**src/rtl/pip_cell.sv**
```systemverilog
// ----------------------------------------------------------------------------
// pip_cell
// One vertex cell of the rotating ring: holds a vertex and takes its
// neighbor's vertex on every shift.
// ----------------------------------------------------------------------------
module pip_cell #(
    parameter int W = 32
) (
    input  logic                clk,
    input  logic                load_en,
    input  logic signed [W-1:0] load_x,
    input  logic signed [W-1:0] load_y,
    input  logic                shift_en,
    input  logic signed [W-1:0] next_x,
    input  logic signed [W-1:0] next_y,
    output logic signed [W-1:0] x,
    output logic signed [W-1:0] y
);

    logic signed [W-1:0] x_reg, x_next;
    logic signed [W-1:0] y_reg, y_next;

    always_comb
    begin
        x_next = x_reg;
        y_next = y_reg;
        if (load_en)
        begin
            x_next = load_x;
            y_next = load_y;
        end
        else if (shift_en)
        begin
            x_next = next_x;
            y_next = next_y;
        end
    end

    always_ff @(posedge clk)
    begin
        x_reg <= x_next;
        y_reg <= y_next;
    end

    assign x = x_reg;
    assign y = y_reg;

endmodule

```
**config.mk**
```make
export PLATFORM = sky130hd
export DESIGN_NAME = pip_cell
export DESIGN_NICKNAME = d
export VERILOG_FILES = /design/src/rtl/pip_cell.sv
export SDC_FILE = /design/constraint.sdc
export NUM_CORES = 1
export LEC_CHECK = 0
export BUFFER_PORTS_ARGS = -buffer_cell sky130_fd_sc_hd__buf_4
export CAP_MARGIN = 20
export CORE_ASPECT_RATIO = 2
export CORE_MARGIN = 2
export CORE_UTILIZATION = 42
export CTS_CLUSTER_SIZE = 10
export DETAILED_ROUTE_END_ITERATION = 7
export PLACE_DENSITY = 0.86
export SLEW_MARGIN = 20
export SYNTH_ARGS = -nofsm -noshare
export SYNTH_HDL_FRONTEND = slang
export SYNTH_SLANG_ARGS = --single-unit
```
**constraint.sdc**
```tcl
create_clock -name clk -period 2.6 [get_ports clk]
set_clock_uncertainty 0.1 [all_clocks]
set_input_delay 0.13 -clock clk [delete_from_list [all_inputs] [get_ports clk]]
set_output_delay 0.13 -clock clk [all_outputs]
set_load 0.02 [all_outputs]
```
==> flow_summary.json, run 1 <==
{
  "number_of_failing_setup_endpoints_in_the_final_timing_report": 0,
  "placedCellCount": 416,
  "initial_core_util": 0.435,
  "globalRouteOverflowTotal": 0,
  "synth_most_common_cell": "edfxtp_1",
  "placement.setup.worst_slack_ns": 1.04,
  "final_total_negative_setup_slack_ns": 0,
  "routed_wire_length_per_instance_um": 17.5,
  "drt-vias-per-instance": 4.69,
  "die_y_um": 122,
  "cts.clk_slew.worst_paths_ns": 0.05,
  "avgSynthCellArea_sq_um": 21.4,
  "initialDrtViolationCount": 88,
  "synthesis_warning_total": 0,
  "ys_seq_elements": 64,
  "total_power_mw": 3.15,
  "static-leakage-power_nw": 2.41,
  "fillerInstances": 380,
  "tritoncts_buffer_count": 9,
  "max_slew_margin": 0.671,
  "synth_top_area_share": 0.661,
  "grt_first_pass_wirelength_mm": 12.4,
  "grt_max_degree": 40,
  "h-tree-depth": 3,
  "cts_tree": "yes",
  "maxCapViolations": 0,
  "final_layout_net_count": 519,
  "post_route_cells_drive_above_1_share": 0.704,
  "final-max-slew-violation-count": 0,
  "critPathMaxFanout": 22,
  "clock.fmax_ghz": 0.564,
  "max_slew.worst_pin.slew_ns": 0.494,
  "seq_area_frac_synth": 0.661,
  "critPathCaptureType": "flip-flop",
  "design.core.area_sq_mm": 0.00667,
  "ant_nets": 0,
  "finalCriticalPeriod_ns": 1.77,
  "fin_crit_sh": 0.682,
  "place_area_sq_mm": 0.00444,
  "buffer_ports.inserted": 194,
  "design_area_sq_mm": 0.00521,
  "critPathLaunchType": "input port",
  "finalHoldViolCount": 0,
  "syn_inst": 136,
  "syn-cell-area_sq_mm": 0.00291,
  "ff_latch_area_sq_mm": 0.00192,
  "vias": 2252,
  "number_of_global_route_vias_before_repair": 2423,
  "antenna_found_initial": 0,
  "status": "finished clean",
  "gp_routability_congestion": 0.737,
  "netlist_top_cells_area": "edfxtp_1 (66%), mux2_4 (25%), mux2_2 (5.8%)",
  "dieArea_sq_mm": 0.00764,
  "worst_ep_arrival_time_ns": 1.74,
  "synth_edf_count": 64,
  "post_cts.repair.setup_buffers": 0,
  "grt_setup_unrepaired": "no",
  "max_root_sink_buffers": 2,
  "fin_ws_ns": 0.826,
  "wl_mm": 8.41,
  "timing.setup.critical_path_class": "input port to flip-flop",
  "root_buffer": "clkbuf_16",
  "floorplan.die.width_um": 62.8,
  "finish.cell_count_without_fillers": 480,
  "asyncSetResetFlopFracSynth": 0,
  "drt_pass1_iterations": 4,
  "cts_hold_buffers": 49,
  "area_delta_synth_final_pct": 79.2,
  "num_antenna_cells": 0,
  "ir_drop_uv": 379,
  "critical_path_required_ns": 2.57,
  "cts-resized-gates": 0,
  "top_level_ports": 195,
  "multi_input_comb_area_sq_um": 911,
  "dominantRegCellSynth": "edfxtp_1",
  "gr-usage-all-layers": 0.225,
  "library_cells_used_by_synthesis": 6,
  "post_synth_most_frequent_cells": "edfxtp_1 (64), mux2_4 (49), mux2_2 (15), buf_6 (6)",
  "drc_violations_left": 0,
  "core.rowCount": 42,
  "synth_fp_nets": 267,
  "clock_sink_count": 64,
  "min-delay-path-class": "input port to flip-flop",
  "power_density_mw_per_mm2": 605,
  "cell_type_with_the_largest_total_area_after_synthesis": "edfxtp_1"
}
[placed cells by master, fill, tap and decap left out]
cell type      synthesis  final
bufinv_16              0      1
edfxtp_1              64     64
clkinv_2               0      1
clkinv_1               0      1
clkbuf_1               0      2
clkinvlp_4             0      1
mux2_4                49     49
or2_2                  0      1
mux2_2                15     15
dlygate4sd3_1          0     49
buf_4                  0    199
clkbuf_16              0      9
[path summary, 6_finish.rpt]
check	end	start	cells past startpoint
worst max-delay path	y[28]$_DFFE_PP_	load_en	4
worst min-delay path	x[25]$_DFFE_PP_	load_x[25]	2
[routing by layer]
metal,track usage,vias up,part of all wire
met2,0.398,168,0.53
met1,0.231,1019,0.34
li1,-,1041,-
met5,0,-,0
met4,0.150,0,0.048
met3,0.0600,24,0.085
[critical path: stages]
cell and delay, ns:
buf_4 0.31, buf_4 0.37, mux2_4 0.34, dlygate4sd3_1 0.58
[kinds of logic after synthesis]
| logic type | count (synthesis) | share of synthesized area |
|---|---|---|
| DFF | 64 | 0.661 |
| and+or+nand+nor | 1 | 0.00215 |
| buffers and inverters | 7 | 0.0250 |
| muxes | 64 | 0.311 |
[per-stage QoR]
step | utilization | hold WS [ns]
after floorplan | - | 0.247
after global placement | 0.665 | 0.331
after detailed placement | 0.665 | 0.334
after CTS | 0.780 | 0.0000705
after global routing | 0.780 | 0.00184
final | 0.780 | 0.00397
[power breakdown]
group	switching, mW	leakage, nW	internal, mW	total (mW)
logic	0.309	1.62	0.422	0.730
registers	0.0345	0.652	1.27	1.31
clock network	0.386	0.133	0.730	1.12
[final cells by class]
cell class / instances / area share
clock inverter: 4 / 0.00889
clock buffer: 11 / 0.0447
multi-input combinational: 65 / 0.175
sequential: 64 / 0.369
timing repair buffer: 248 / 0.381
tap: 88 / 0.0211
No activity file was read; power rests on OpenSTA's default activity.
==> run 2, diff against run 1 <==
- CORE_UTILIZATION: 42 -> 38
- PLACE_DENSITY: 0.86 -> 0.82
- clock period: 2.6 -> 1.6 ns (I/O delays scaled with it)
==> run 2 against run 1 <==
Net effect:
- the flow now stops in clock tree synthesis
- synthesized area did not move
- synthesized cell count stayed put
==> flow_summary.json, run 2 <==
{
  "floorplan.die.width_um": 65.8,
  "buffer_ports.inserted": 194,
  "h-tree-depth": 3,
  "root_buffer": "clkbuf_16",
  "synth_most_common_cell": "edfxtp_1",
  "core.rowCount": 45,
  "asyncSetResetFlopFracSynth": 0,
  "synth_edf_count": 64,
  "max_root_sink_buffers": 2,
  "tritoncts_buffer_count": 9,
  "cts-resized-gates": 0,
  "seq_area_frac_synth": 0.661,
  "post_cts.repair.setup_buffers": 0,
  "ys_seq_elements": 64,
  "run.stop_error": "[ERROR RSZ-0060] Max buffer count reached.",
  "synthesis_warning_total": 0,
  "syn-cell-area_sq_mm": 0.00291,
  "library_cells_used_by_synthesis": 6,
  "outcome.stop_stage": "clock tree synthesis",
  "cell_type_with_the_largest_total_area_after_synthesis": "edfxtp_1",
  "top_level_ports": 195,
  "gp_routability_congestion": 0.701,
  "avgSynthCellArea_sq_um": 21.4,
  "clock_sink_count": 64,
  "synth_top_area_share": 0.661,
  "netlist_top_cells_area": "edfxtp_1 (66%), mux2_4 (25%), mux2_2 (5.8%)",
  "post_synth_most_frequent_cells": "edfxtp_1 (64), mux2_4 (49), mux2_2 (15), buf_6 (6)",
  "syn_inst": 136,
  "dominantRegCellSynth": "edfxtp_1",
  "synth_fp_nets": 267,
  "status": "did not finish",
  "placedCellCount": 418,
  "cts_hold_buffers": 102,
  "die_y_um": 128,
  "initial_core_util": 0.388
}
## run 2: cell counts after synthesis
Identical to the previous run, type by type.
## run 2: logic make-up after synthesis
logic type | synth area share
flip-flops | 0.661
AND/OR/NAND/NOR | 0.00215
multiplexers | 0.311
buffers and inverters | 0.0250
## run 2: metrics by stage
stage	setup WS, ns	hold WS (ns)	area (sq um)
after detailed placement	0.212	0.284	4430
after floorplan	0.192	0.197	2910
after global placement	0.243	0.281	4430
==> run 3, diff against run 2 <==
- CORE_ASPECT_RATIO: 2 -> unset
- CORE_UTILIZATION: 38 -> 40
- CTS_CLUSTER_SIZE: 10 -> unset
- PLACE_DENSITY: 0.82 -> unset
- PLACE_DENSITY_LB_ADDON: unset -> 0.15
- clock period: 1.6 -> 2.1 ns (I/O delays scaled with it)
==> run 3 against run 2 <==
Net effect:
- the flow again stops in clock tree synthesis
- synthesized cell count unchanged
- synthesized area stayed put
==> flow_summary.json, run 3 <==
{
  "synth_most_common_cell": "edfxtp_1",
  "cts-resized-gates": 0,
  "library_cells_used_by_synthesis": 6,
  "run.stop_error": "[ERROR RSZ-0060] Max buffer count reached.",
  "clock_sink_count": 64,
  "placement.setup.worst_slack_ns": 0.582,
  "h-tree-depth": 3,
  "post_synth_most_frequent_cells": "edfxtp_1 (64), mux2_4 (49), mux2_2 (15), buf_6 (6)",
  "buffer_ports.inserted": 194,
  "cell_type_with_the_largest_total_area_after_synthesis": "edfxtp_1",
  "root_buffer": "clkbuf_8",
  "ys_seq_elements": 64,
  "avgSynthCellArea_sq_um": 21.4,
  "synthesis_warning_total": 0,
  "syn_inst": 136,
  "status": "did not finish",
  "post_cts.repair.setup_buffers": 0,
  "initial_core_util": 0.407,
  "die_y_um": 89.2,
  "top_level_ports": 195,
  "floorplan.die.width_um": 89.2,
  "placedCellCount": 426,
  "gp_routability_congestion": 0.729,
  "cts_hold_buffers": 102,
  "netlist_top_cells_area": "edfxtp_1 (66%), mux2_4 (25%), mux2_2 (5.8%)",
  "synth_edf_count": 64,
  "outcome.stop_stage": "clock tree synthesis",
  "seq_area_frac_synth": 0.661,
  "synth_top_area_share": 0.661,
  "asyncSetResetFlopFracSynth": 0,
  "core.rowCount": 31,
  "synth_fp_nets": 267,
  "dominantRegCellSynth": "edfxtp_1",
  "tritoncts_buffer_count": 9,
  "max_root_sink_buffers": 2,
  "syn-cell-area_sq_mm": 0.00291
}
run 3: cell counts after synthesis:
No cell type changed its count.
run 3: cell families after synthesis:
family,synth area share
buffers and inverters,0.0250
flip-flops,0.661
multiplexers,0.311
AND/OR/NAND/NOR,0.00215
run 3: stage by stage:
stage | utilization | hold slack [ns] | instance area, sq um
3_5_place_dp | 0.624 | 0.308 | 4460
2_1_floorplan | - | 0.222 | 2910
3_3_place_gp | 0.624 | 0.305 | 4460
