==> config.mk <==
export PLATFORM = sky130hd
export DESIGN_NAME = pip_bbox
export DESIGN_NICKNAME = d
export VERILOG_FILES = /design/src/rtl/pip_bbox.sv
export SDC_FILE = /design/constraint.sdc
export NUM_CORES = 1
export LEC_CHECK = 0
export BUFFER_PORTS_ARGS = -buffer_cell sky130_fd_sc_hd__buf_2
export CORE_MARGIN = 2
export CORE_UTILIZATION = 40
export DETAILED_ROUTE_END_ITERATION = 10
export PLACE_DENSITY = 0.61
export SLEW_MARGIN = 0
export SYNTH_ARGS = -nofsm -noshare
export SYNTH_HDL_FRONTEND = slang
export SYNTH_SLANG_ARGS = --single-unit
==> constraint.sdc <==
create_clock -name clk -period 8.04 [get_ports clk]
set_input_delay 0.402 -clock clk [delete_from_list [all_inputs] [get_ports clk]]
set_output_delay 0.402 -clock clk [all_outputs]
set_load 0.005 [all_outputs]
==> src/rtl/pip_bbox.sv <==
// ----------------------------------------------------------------------------
// pip_bbox
// Running bounding box of the loaded vertices and the box test of a query.
// ----------------------------------------------------------------------------
module pip_bbox #(
    parameter int W = 32
) (
    input  logic                clk,
    input  logic                rst_n,
    input  logic                load_en,
    input  logic                load_first,
    input  logic signed [W-1:0] pt_x,
    input  logic signed [W-1:0] pt_y,
    output logic                inbox
);

    localparam logic signed [W-1:0] MOST_POS = {1'b0, {(W-1){1'b1}}};
    localparam logic signed [W-1:0] MOST_NEG = {1'b1, {(W-1){1'b0}}};

    logic signed [W-1:0] min_x_reg, min_x_next;
    logic signed [W-1:0] min_y_reg, min_y_next;
    logic signed [W-1:0] max_x_reg, max_x_next;
    logic signed [W-1:0] max_y_reg, max_y_next;

    always_comb
    begin
        min_x_next = min_x_reg;
        min_y_next = min_y_reg;
        max_x_next = max_x_reg;
        max_y_next = max_y_reg;
        if (load_en)
        begin
            // Slot 0 restarts the box; later slots only widen it.
            if (load_first)
            begin
                min_x_next = pt_x;
                max_x_next = pt_x;
                min_y_next = pt_y;
                max_y_next = pt_y;
            end
            else
            begin
                if (pt_x < min_x_reg) min_x_next = pt_x;
                if (pt_x > max_x_reg) max_x_next = pt_x;
                if (pt_y < min_y_reg) min_y_next = pt_y;
                if (pt_y > max_y_reg) max_y_next = pt_y;
            end
        end
    end

    always_ff @(posedge clk or negedge rst_n)
    begin
        if (!rst_n)
        begin
            min_x_reg <= MOST_POS;
            min_y_reg <= MOST_POS;
            max_x_reg <= MOST_NEG;
            max_y_reg <= MOST_NEG;
        end
        else
        begin
            min_x_reg <= min_x_next;
            min_y_reg <= min_y_next;
            max_x_reg <= max_x_next;
            max_y_reg <= max_y_next;
        end
    end

    // Strict at the minimum edges, inclusive at the maximum edges.
    assign inbox = (pt_x > min_x_reg) && (pt_x <= max_x_reg) &&
                   (pt_y > min_y_reg) && (pt_y <= max_y_reg);

endmodule

==> metrics.md, run 1 <==
| Metric | Value |
|---|---|
| Vias in the first global route | 5482 |
| Min Tclk post-route | approximately 3.4 ns |
| Hold_buf cts | 0 |
| Seq/Total Area, Yosys | 0.392 |
| Leak pwr | 0.00474 uW |
| WL/cell | between 10 and 15 um |
| Die H | between 100 and 150 um |
| Max_cap viols | 0 |
| Startpoint Class | register |
| Clock transition at path regs | 0.06 ns |
| I/O pins | 69 |
| Synth top area cells | dfstp_2 20%, dfrtp_1 19%, ha_1 19% |
| Via count | 5535 |
| First-pass GRT wire length | 27.3 mm |
| Final hold slack | approximately 0.060 ns |
| Drt first pass iters | 4 |
| Critical path type | reg -> out |
| Post-cts resize count | 0 |
| Drc violations | 0 |
| NumNets Final | 1026 |
| Die area | 22100 sq um |
| Worst IR drop on VDD | 147 uV |
| HPWL Detailed | 12.0 mm |
| Setup WS pre-CTS | roughly 4.7 ns |
| Post-synth EDFFs | 0 |
| Sw power | between 900 and 1000 uW |
| Sequential Power Share | 0.357 |
| Main synth FF type | dfstp_2 |
| Slack of the critical path | 4.68 ns |
| Max_slew headroom | 0.269 |
| Net Count, Synth | roughly 950 |
| Cells after Synth | 751 |
| Fin crit share | 0.418 |
| Syn_area_per_cell | around 11 sq um |
| P_int | 2040 uW |
| Hold Fails Final Rpt | 0 |
| Most frequent cells after synthesis | 132 x inv_1, 128 x ha_1, 97 x mux2_2 |
| Leading area contributor after synthesis | dfstp_2 |
| Routed vias/inst | ~5.0 |
| DR iter-0 viols | 170 |
| TritonCTS buffer count | 17 |
| Die Wd | 149 um |
| Post-detailed-route count of antenna-violating nets | 0 |
| Gr usage total | 0.158 |
| Sw frac | 0.326 |
| Grt ovf | 0 |
| Yosys cell types | 50 |
| Clock Tree Buf Depth | 2 |
| Power per Cell Area | 316 nW/um^2 |
| Tightest Hold Check Type | in -> async |
| YS warnings | 0 |
| Clock insertion delay at the later pin of the skew report | between 0.4 and 0.5 ns |
| Ys async rst share | 1.00 |
| Clk pwr share | 0.247 |
| WP data arrival | between 2 and 3 ns |
| CTS tree | built |
| CP endpoint kind | output pin |
| Status | finished, final reports clean |
| Worst Clk Skew | roughly 0.012 ns |
| Core area | around 20000 sq um |
| Fin. max-slew vios | 0 |
| Final TNS setup | 0 ns |
| Row count | 52 |
| Largest net degree at the start of global routing | 71 |
| Count leader, synth | inv_1 |
| CP max FO | 5 |
| Initial antenna violation count | 1 |
| Synth top area share | 0.201 |
| Unrepaired setup endpoints after global routing | false |
| Port bufs | 68 |
| Number of setup buffers added after CTS | 0 |
| Yosys reg bits | ~130 |
| Highest clock rate | about 300 MHz |
| Comb power frac | 0.396 |
| Final setup fails | 0 |
| GPL Wtd Cong | around 0.75 |
| Root buffer cell | clkbuf_16 |
| Slew @ Worst Pin | approximately 1.1 ns |
| Total Wirelength | 16.2 mm |
| Area Growth Syn to Fin | 14.4% |
| Sink Count | about 130 |
| H-tree depth | 4 |
| Critical Path RT | 7.64 ns |
| Mapped Area | 8370 sq um |
| Initial Util | 0.411 |
| Diode count | 0 |
| Fraction of layout cells with a size suffix above 1 | 0.359 |
-- path summary, 6_finish.rpt --
kind,start,to,slack [ns],depth (start not counted)
worst max-delay path,max_x_reg[31],inbox,4.68,10
worst min-delay path,rst_n,max_x_reg[4],0.06,1
worst max register to register,min_y_reg[30],min_y_reg[31],4.76,8
worst min register to register,min_x_reg[0],min_x_reg[0],0.50,1
max in group asynchronous,rst_n,max_y_reg[0],6.61,2
min in group clk,pt_x[0],min_x_reg[0],0.25,3
-- layout make-up --
class	count	area (sq um)
Clock inverter	11	116
Timing Repair Buffer	72	373
Clock buffer	20	447
Multi-Input combinational cell	479	4520
Fill cell	1899	10800
Tap cell	270	338
Sequential cell	128	3280
Inverter	132	495
-- per-layer routing --
| layer | GRT usage | vias up | wire length, um |
|---|---|---|---|
| li1 | - | 2820 | - |
| met1 | 0.208 | 2626 | 8110 |
| met2 | 0.253 | 66 | 7320 |
| met3 | 0.0405 | 21 | 579 |
| met4 | 0.0510 | 2 | 191 |
| met5 | 0 | - | 7 |
-- power by group through the flow --
stage / Sequential (uW) / Combinational, uW / Clock, uW
floorplan: 1060 / 974 / 0
global placement: 1080 / 1180 / 0
detailed placement: 1090 / 1200 / 0
CTS: 1080 / 1210 / 767
global route: 1120 / 1370 / 798
finish: 1080 / 1200 / 747
-- cells in the final DEF, fill, tap and decap left out, types with 5 or more instances in the layout --
cell | Yosys | layout
nand3_1 | 12 | 12
dfrtp_1 | 64 | 64
ha_1 | 128 | 128
a21oi_1 | 56 | 56
mux2_4 | 30 | 30
o21ai_0 | 17 | 17
nor4_1 | 6 | 6
a21o_1 | 6 | 6
clkbuf_16 | 0 | 17
buf_2 | 9 | 67
buf_4 | 0 | 5
nor3_1 | 9 | 9
inv_1 | 132 | 132
nor2b_1 | 6 | 6
dfstp_2 | 64 | 64
nand4_1 | 31 | 31
nand2_1 | 27 | 27
mux2_2 | 97 | 97
o211ai_1 | 5 | 5
clkinv_2 | 0 | 5
-- cell families after synthesis --
family,synth area share
multiplexers,0.186
buffers and inverters,0.0718
XOR/XNOR,0.00105
AO/OA/AOI/OAI,0.0851
AND/OR/NAND/NOR,0.0725
flip-flops,0.392
adder cells (fa/ha/maj),0.191
-- critical path: stages, from the launching register on --
cell	delay [ns]
dfstp_2	0.53
inv_1	0.04
ha_1	0.33
nand4_1	0.16
nor3_1	0.08
a221oi_1	0.42
nand3_1	0.14
o31ai_1	0.27
a31oi_1	0.11
nor4_1	0.29
buf_2	0.18
-- per-stage QoR --
stage	std cells	instance area [sq um]	utilization	total power (uW)
CTS	1112	9570	0.470	3060
global placement	1081	9010	0.442	2260
global route	1112	9570	0.470	3280
floorplan	751	8370	-	2030
finish	1112	9570	0.470	3020
detailed placement	1081	9010	0.442	2290
No activity file was read; power rests on OpenSTA's default activity.
==> run 2, diff against run 1 <==
--- a/config.mk
+++ b/config.mk
@@ -5,6 +5,7 @@
 export SDC_FILE = /design/constraint.sdc
 export NUM_CORES = 1
 export LEC_CHECK = 0
+export ABC_AREA = 1
 export BUFFER_PORTS_ARGS = -buffer_cell sky130_fd_sc_hd__buf_2
 export CORE_MARGIN = 2
 export CORE_UTILIZATION = 40
==> constraint.sdc (replaced) <==
create_clock -name clk -period 3.2 [get_ports clk]
set_input_delay 0.16 -clock clk [delete_from_list [all_inputs] [get_ports clk]]
set_output_delay 0.16 -clock clk [all_outputs]
set_load 0.005 [all_outputs]
==> run 2 against run 1 <==
Non-clock buffer count grew 58. Flip-flop and latch count unchanged. Worst hold slack lost 0.049 ns. Sequential share of layout area decreased by 2.2 points. First-iteration DRC count up 81%. Critical endpoint unchanged. Sequential power is 140% higher. Clock-buffer cell count fell by 1. Die area grew 2.8%. Synthesized area up 2.9%.
==> metrics.md, run 2 <==
| Metric | Value |
|---|---|
| Gr usage total | 0.188 (was 0.158) |
| Power per Cell Area | 678 nW/um^2 (was 316 nW/um^2) |
| Routed vias/inst | 4.79 (was 4.98) |
| Fraction of layout cells with a size suffix above 1 | 0.149 (was 0.359) |
| WL/cell | 13.2 um (was 14.6 um) |
| Core area | 21100 sq um (was 20400 sq um) |
| TritonCTS buffer count | 17 (unchanged) |
| Top delay family on crit path | simple AND/OR/NAND/NOR gates (was compound AO/OA/AOI/OAI gates) |
| Met1 Use GR | 0.259 (was 0.208) |
| NumNets Final | 1419 (was 1026) |
| Most frequent cells after synthesis | 377 x nand2_1, 155 x inv_1, 140 x nand3_1 (was 132 x inv_1, 128 x ha_1, 97 x mux2_2) |
| Most common cell after layout, fill and taps aside | nand2_1 (was inv_1) |
| Cell mode on critical path | nand2_1 |
| Reg2Reg Launch Point | min_y_reg[15] (was min_y_reg[30]) |
| Startpoint Class | register (unchanged) |
| Drc violations | 0 (unchanged) |
| Via count | 7242 (was 5535) |
| Port bufs | 68 (unchanged) |
| Die H | 151 um (was 149 um) |
| Root buffer cell | clkbuf_16 (unchanged) |
| Diode count | 0 (unchanged) |
| Net Count, Synth | 1309 (was 947) |
| Cell Area, Placed | 9140 sq um (was 9010 sq um) |
| Final TNS setup | 0 ns (unchanged) |
| Gr busiest metal | met2 (unchanged) |
| Crit path launch | min_y_reg[15] (was max_x_reg[31]) |
| Die area | 22700 sq um (was 22100 sq um) |
| WP data arrival | 2.65 ns (was 2.96 ns) |
| Number of setup buffers added after CTS | 0 (unchanged) |
| CP max-delay cell | dfstp_2 (unchanged) |
| Min Tclk post-route | 2.81 ns |
| Synth top area cells | dfstp_2 20%, dfrtp_1 19%, ha_1 19% (unchanged) |
| Leading area contributor after synthesis | dfstp_2 (unchanged) |
| Initial Util | 0.408 (was 0.411) |
| Grt ovf | 0 (unchanged) |
| Final Instance Area | 10200 sq um (was 9570 sq um) |
| Clock insertion delay at the later pin of the skew report | 0.42 ns (about the same) |
| Most frequent cells in the layout | 377 x nand2_1, 155 x inv_1, 140 x nand3_1 (was 132 x inv_1, 128 x ha_1, 97 x mux2_2) |
| Leak pwr | 0.00554 uW (was 0.00474 uW) |
| Post-detailed-route count of antenna-violating nets | 0 (unchanged) |
| CP endpoint kind | output pin (unchanged) |
| Clock transition at path regs | 0.06 ns (about the same) |
| Area Growth Syn to Fin | 18.9% (was 14.4%) |
| Fin. max-slew vios | 0 (unchanged) |
| Sink Count | 128 (unchanged) |
| Largest net degree at the start of global routing | 68 (was 71) |
| Final hold slack | 0.0110 ns (was 0.0603 ns) |
| Met2 Track Usage GR | 0.307 (was 0.253) |
| Synth top area share | 0.195 (was 0.201) |
| YS warnings | 0 (unchanged) |
| Startpoint of the worst hold path | pt_x[2] |
| CTS tree | built (unchanged) |
| Seq/Total Area, Yosys | 0.382 (was 0.392) |
| Row count | 53 (was 52) |
| Syn_area_per_cell | 7.73 sq um (was 11.1 sq um) |
| Clock Tree Buf Depth | 2 (unchanged) |
| Critical path cell sequence | inv_1 > ha_1 > nand2_1 > nor2_1 > nand2_1 > nor3_2 > nand2_1 > nand3_1 > nand2_1 > nand3_1 > nand4_1 > nor2_1 > buf_2 (was inv_1 > ha_1 > nand4_1 > nor3_1 > a221oi_1 > nand3_1 > o31ai_1 > a31oi_1 > nor4_1 > buf_2) |
| Worst Clk Skew | 0.0116 ns (was 0.0123 ns) |
| Main synth FF type | dfstp_2 (unchanged) |
| Critical path type | reg -> out (unchanged) |
| Cells after Synth | 1113 (was 751) |
| Post-synth EDFFs | 0 (unchanged) |
| GPL Wtd Cong | 0.757 (was 0.748) |
| Worst IR drop on VDD | 530 uV (was 147 uV) |
| Unrepaired setup endpoints after global routing | false (unchanged) |
| First-pass GRT wire length | 34.0 mm (was 27.3 mm) |
| Crit path buffers/inverters | 2 (unchanged) |
| Max_slew headroom | 0.533 (was 0.269) |
| Critical Path RT | 3.04 ns (was 7.64 ns) |
| Count leader, synth | nand2_1 (was inv_1) |
| Fin crit share | 0.878 |
| Vias in the first global route | 6918 (was 5482) |
| Ys async rst share | 1.00 (unchanged) |
| Slew @ Worst Pin | 0.699 ns (was 1.09 ns) |
| Mapped Area | 8600 sq um (was 8370 sq um) |
| HPWL Detailed | 13.4 mm (was 12.0 mm) |
| Total Wirelength | 19.9 mm (was 16.2 mm) |
| Die Wd | 151 um (was 149 um) |
| Slowest stage delay, CP | 0.53 ns (about the same) |
| H-tree depth | 4 (unchanged) |
| Yosys reg bits | 128 (unchanged) |
| CP max FO | 3 (was 5) |
| DR iter-0 viols | 308 (was 170) |
| Max_cap viols | 0 (unchanged) |
| Status | finished, final reports clean (unchanged) |
| Initial antenna violation count | 0 (was 1) |
| Drt first pass iters | 5 (was 4) |
| Tightest Hold Check Type | in -> reg (was in -> async) |
| I/O pins | 69 (unchanged) |
| Final setup fails | 0 (unchanged) |
| Yosys cell types | 29 (was 50) |
| Grt met3 use | 0.0321 (was 0.0405) |
| Highest clock rate | 356 MHz |
| Hold Fails Final Rpt | 0 (unchanged) |
[run 2: cell types whose count changed after synthesis, sizes merged, moves of 23 or more]
cell   delta
nor2     +30
nand4    -23
nand2   +355
inv      +23
nand3   +131
mux2    -127
[run 2: where the power goes]
part,switching [uW],internal [uW],total [uW],leakage [uW]
Combinational,1530,955,2490,0.00381
Sequential,258,2300,2560,0.00145
Clock,787,1100,1890,0.000276
Total,2580,4360,6940,0.00554
[run 2: area by class of cell]
cell class | count | area, sq um
fill | 2058 | 10900
multi-input combinational | 791 | 4500
sequential | 128 | 3280
timing repair buffer | 130 | 960
inverter | 155 | 582
clock buffer | 19 | 443
tap | 275 | 344
clock inverter | 13 | 125
[run 2: final timing paths]
check,to,slack (ns),cells after the start
max,inbox,0.39,13
min,min_x_reg[2],0.01,3
max reg2reg,min_y_reg[25],0.44,14
min reg2reg,min_y_reg[5],0.46,2
max in group asynchronous,min_x_reg[6],2.08,3
min in group asynchronous,max_y_reg[22],0.32,2
[run 2: repair_timing]
| action | in CTS | in global routing |
|---|---|---|
| hold buffers | 53 | 0 |
| hold endpoints to repair | 87 | 0 |
| gates resized for setup | 0 | 0 |
[run 2: logic make-up after synthesis]
| family | synth area share |
|---|---|
| and+or+nand+nor | 0.282 |
| buffers and inverters | 0.0957 |
| adders and majority gates | 0.186 |
| DFF | 0.382 |
| AOI/OAI and AO/OA | 0.0548 |
[run 2: worst min-delay path, stage by stage]
cell and delay (ns):
buf_2 0.13, nand3_1 0.08, nand2_1 0.05
[run 2: layer usage]
metal,vias to the layer above,wire length (um)
met5,-,0
met4,0,252
met3,16,525
met2,85,9250
met1,3349,9860
li1,3792,-
[run 2: per-stage QoR]
stage                util  total power [uW]  cells  setup WS, ns
floorplan               -              4410   1113          1.14
global placement    0.433              4960   1426         0.502
detailed placement  0.433              5030   1426         0.481
CTS                 0.485              7010   1511         0.366
global route        0.485              7600   1511         0.170
finish              0.485              6940   1511         0.389
==> run 3, diff against run 2 <==
--- a/config.mk
+++ b/config.mk
@@ -9,6 +9,7 @@
 export BUFFER_PORTS_ARGS = -buffer_cell sky130_fd_sc_hd__buf_2
 export CORE_MARGIN = 2
 export CORE_UTILIZATION = 40
+export CTS_BUF_LIST = sky130_fd_sc_hd__clkbuf_4
 export DETAILED_ROUTE_END_ITERATION = 10
 export PLACE_DENSITY = 0.61
 export SLEW_MARGIN = 0
==> constraint.sdc (replaced) <==
create_clock -name clk -period 3.4 [get_ports clk]
set_input_delay 0.17 -clock clk [delete_from_list [all_inputs] [get_ports clk]]
set_output_delay 0.17 -clock clk [all_outputs]
set_load 0.005 [all_outputs]
==> run 3 against run 2 <==
Non-clock buffer count increased by 11. Sequential power decreased by 6%. Flip-flop and latch count unchanged. Core utilization decreased by 0.61 points. Global-route usage decreased by 0.36 points. Critical path depth unchanged. Final cell count increased by 0.79%. Clock-buffer cell count decreased by 2. Register-to-register slack improved by 0.23 ns. Worst hold slack improved by 0.14 ns. Critical path type unchanged. Largest cell class unchanged.
==> metrics.md, run 3 (synthesis gave the netlist of run 2 again) <==
| Metric | Value |
|---|---|
| Fin. max-slew vios | 0 (unchanged) |
| Slack of the critical path | 0.262 ns (was 0.389 ns) |
| Final setup fails | 0 (unchanged) |
| Fin crit share | 0.923 |
| Setup WS pre-CTS | 0.651 ns (was 0.481 ns) |
| Initial antenna violation count | 1 (was 0) |
| Post-detailed-route count of antenna-violating nets | 0 (unchanged) |
| Startpoint Class | register (unchanged) |
| Reg2reg setup slack | 0.67 ns (was 0.44 ns) |
| Grt ovf | 0 (unchanged) |
| HPWL Detailed | 13.2 mm (was 13.4 mm) |
| Port bufs | 68 (unchanged) |
| Slowest stage delay, CP | 0.56 ns (was 0.53 ns) |
| Min Tclk post-route | roughly 3.1 ns |
| Worst IR drop on VDD | 272 uV (was 530 uV) |
| Gr usage total | 0.185 (was 0.188) |
| CP max FO | 3 (unchanged) |
| Worst Clk Skew | 0.0336 ns (was 0.0116 ns) |
| R2R cell count | 13 (was 14) |
| Area of the multi-input gates | 4500 sq um (about the same) |
| Row count | 53 (unchanged) |
| Top delay family on crit path | simple AND/OR/NAND/NOR gates (unchanged) |
| Register area | 3280 sq um (unchanged) |
| Crit path launch | min_y_reg[15] (unchanged) |
| Setup crit end | inbox (unchanged) |
| CP endpoint kind | output pin (unchanged) |
| Clock insertion delay at the later pin of the skew report | 0.58 ns (was 0.42 ns) |
| Final Core Density | 0.479 (was 0.485) |
| H-tree depth | 4 (unchanged) |
| GPL Wtd Cong | 0.758 (was 0.757) |
| Sink Count | 128 (unchanged) |
| Highest clock rate | around 320 MHz |
| Critical Path RT | 3.23 ns (was 3.04 ns) |
| Root buffer cell | clkbuf_4 (was clkbuf_16) |
| DR iter-0 viols | 459 (was 308) |
| Critical path cell sequence | inv_1 > ha_1 > nand2_1 > nor2_2 > nand2_1 > nor3_2 > nand2_1 > nand3_1 > nand2_1 > nand3_1 > nand4_1 > nor2_1 > buf_2 (was inv_1 > ha_1 > nand2_1 > nor2_1 > nand2_1 > nor3_2 > nand2_1 > nand3_1 > nand2_1 > nand3_1 > nand4_1 > nor2_1 > buf_2) |
| Die Wd | 151 um (unchanged) |
| Final Instance Area | 10100 sq um (was 10200 sq um) |
| I/O pins | 69 (unchanged) |
| Most common cell after layout, fill and taps aside | nand2_1 (unchanged) |
| Most frequent cells in the layout | 377 x nand2_1, 155 x inv_1, 140 x nand3_1 (unchanged) |
| WP data arrival | 2.97 ns (was 2.65 ns) |
| Reg2Reg Capture Point | max_y_reg[21] (was min_y_reg[25]) |
| Total Wirelength | 19.6 mm (was 19.9 mm) |
| Critical path type | reg -> out (unchanged) |
| Routed vias/inst | 4.78 (was 4.79) |
| Hold Fails Final Rpt | 0 (unchanged) |
| Clock Tree Buf Depth | 2 (unchanged) |
| Status | finished, final reports clean (unchanged) |
| Die H | 151 um (unchanged) |
| NumNets Final | 1430 (was 1419) |
| Initial Util | 0.408 (unchanged) |
| Number of setup buffers added after CTS | 0 (unchanged) |
| Max_cap viols | 0 (unchanged) |
| Crit path buffers/inverters | 2 (unchanged) |
| WL met1 | 9.54 mm (was 9.86 mm) |
| Via count | 7284 (was 7242) |
| Max_slew headroom | 0.494 (was 0.533) |
| Fraction of layout cells with a size suffix above 1 | 0.148 (was 0.149) |
| Reg2Reg Launch Point | max_y_reg[31] (was min_y_reg[15]) |
| CTS tree | built (unchanged) |
| Core area | 21100 sq um (unchanged) |
| Vias in the first global route | 7049 (was 6918) |
| Crit. path cell count | 13 (unchanged) |
| Cell Area, Placed | 9120 sq um (was 9140 sq um) |
| Cell mode on critical path | nand2_1 (unchanged) |
| CP max-delay cell | dfstp_2 (unchanged) |
| Met2 Wirelength | 9.21 mm (was 9.25 mm) |
| Power per Cell Area | 591 nW/um^2 (was 678 nW/um^2) |
| WL/cell | 12.9 um (was 13.2 um) |
| TritonCTS buffer count | 17 (unchanged) |
| Leak pwr | 0.00548 uW (was 0.00554 uW) |
| Slew @ Worst Pin | 0.759 ns (was 0.699 ns) |
| Clock transition at path regs | 0.15 ns (was 0.06 ns) |
| Tightest Hold Check Type | in -> reg (unchanged) |
| Drc violations | 0 (unchanged) |
| Area Growth Syn to Fin | 17.4% (was 18.9%) |
| Drt first pass iters | 6 (was 5) |
| Largest net degree at the start of global routing | 69 (was 68) |
| Number of fillers in the final layout | 2117 (was 2058) |
| First-pass GRT wire length | 33.6 mm (was 34.0 mm) |
| Top layer in use | met4 (unchanged) |
| DR WL met3 | 625 um (was 525 um) |
| Die area | 22700 sq um (unchanged) |
run 3: cell types whose count changed in the layout (fill, tap and decap cells not counted):
cell | previous run | this run
clkbuf_16 | 17 | 0
clkbuf_4 | 0 | 17
dlygate4sd3_1 | 53 | 65
bufinv_16 | 1 | 4
inv_6 | 7 | 4
clkinv_4 | 1 | 3
buf_12 | 1 | 0
clkbuf_1 | 1 | 0
clkbuf_8 | 1 | 0
diode_2 | 0 | 1
nor2_1 | 33 | 32
nor2_2 | 1 | 2
run 3: where the power goes:
| part | internal (uW) | total [uW] | leakage, uW | switching [uW] |
|---|---|---|---|---|
| Clock | 592 | 1240 | 0.000173 | 652 |
| Sequential | 2160 | 2400 | 0.00145 | 236 |
| Combinational | 900 | 2330 | 0.00385 | 1430 |
| Total | 3650 | 5970 | 0.00548 | 2320 |
run 3: layer usage:
layer,up-vias,global-route usage
met2,110,0.305
met4,0,0.0477
met3,19,0.0336
met5,-,0
met1,3349,0.250
li1,3806,-
run 3: worst min path at each step:
| stage | startpoint | to | cells past startpoint | slack [ns] |
|---|---|---|---|---|
| finish | load_en | min_x_reg[6] | 3 | 0.16 |
| global route | rst_n | max_y_reg[29] | 2 | 0.17 |
| CTS | load_en | min_x_reg[11] | 3 | 0.13 |
| detailed placement | rst_n | max_y_reg[26] | 1 | 0.23 |
| global placement | rst_n | max_y_reg[22] | 1 | 0.24 |
| floorplan | rst_n | max_x_reg[0] | 0 | -0.13 |
run 3: cell type report:
class | instances | share of cell area
diodes | 1 | 0.000248
clock buffers | 17 | 0.0126
clock inverters | 15 | 0.0204
inverters | 155 | 0.0576
multi-input cells | 791 | 0.445
flip-flops and latches | 128 | 0.325
well taps | 275 | 0.0340
repair buffers | 141 | 0.105
run 3: worst min-delay path, stage by stage:
cell	delay, ns
buf_4	0.30
nand3_1	0.19
nand2_1	0.06
run 3: what timing repair did:
action	4_1_cts	5_1_grt
hold buffers	65	0
setup endpoints to repair	0	1
endpoints found under the hold margin	177	0
resized for setup	0	1
run 3: metrics by stage:
stage          std cells  TNS (ns)  hold slack, ns  power [uW]
2_1_floorplan       1113         0          -0.126        4150
3_3_place_gp        1425         0           0.239        4650
3_5_place_dp        1425         0           0.235        4710
4_1_cts             1522         0           0.132        6050
5_1_grt             1523  -0.00389           0.170        6570
6_report            1523         0           0.156        5970
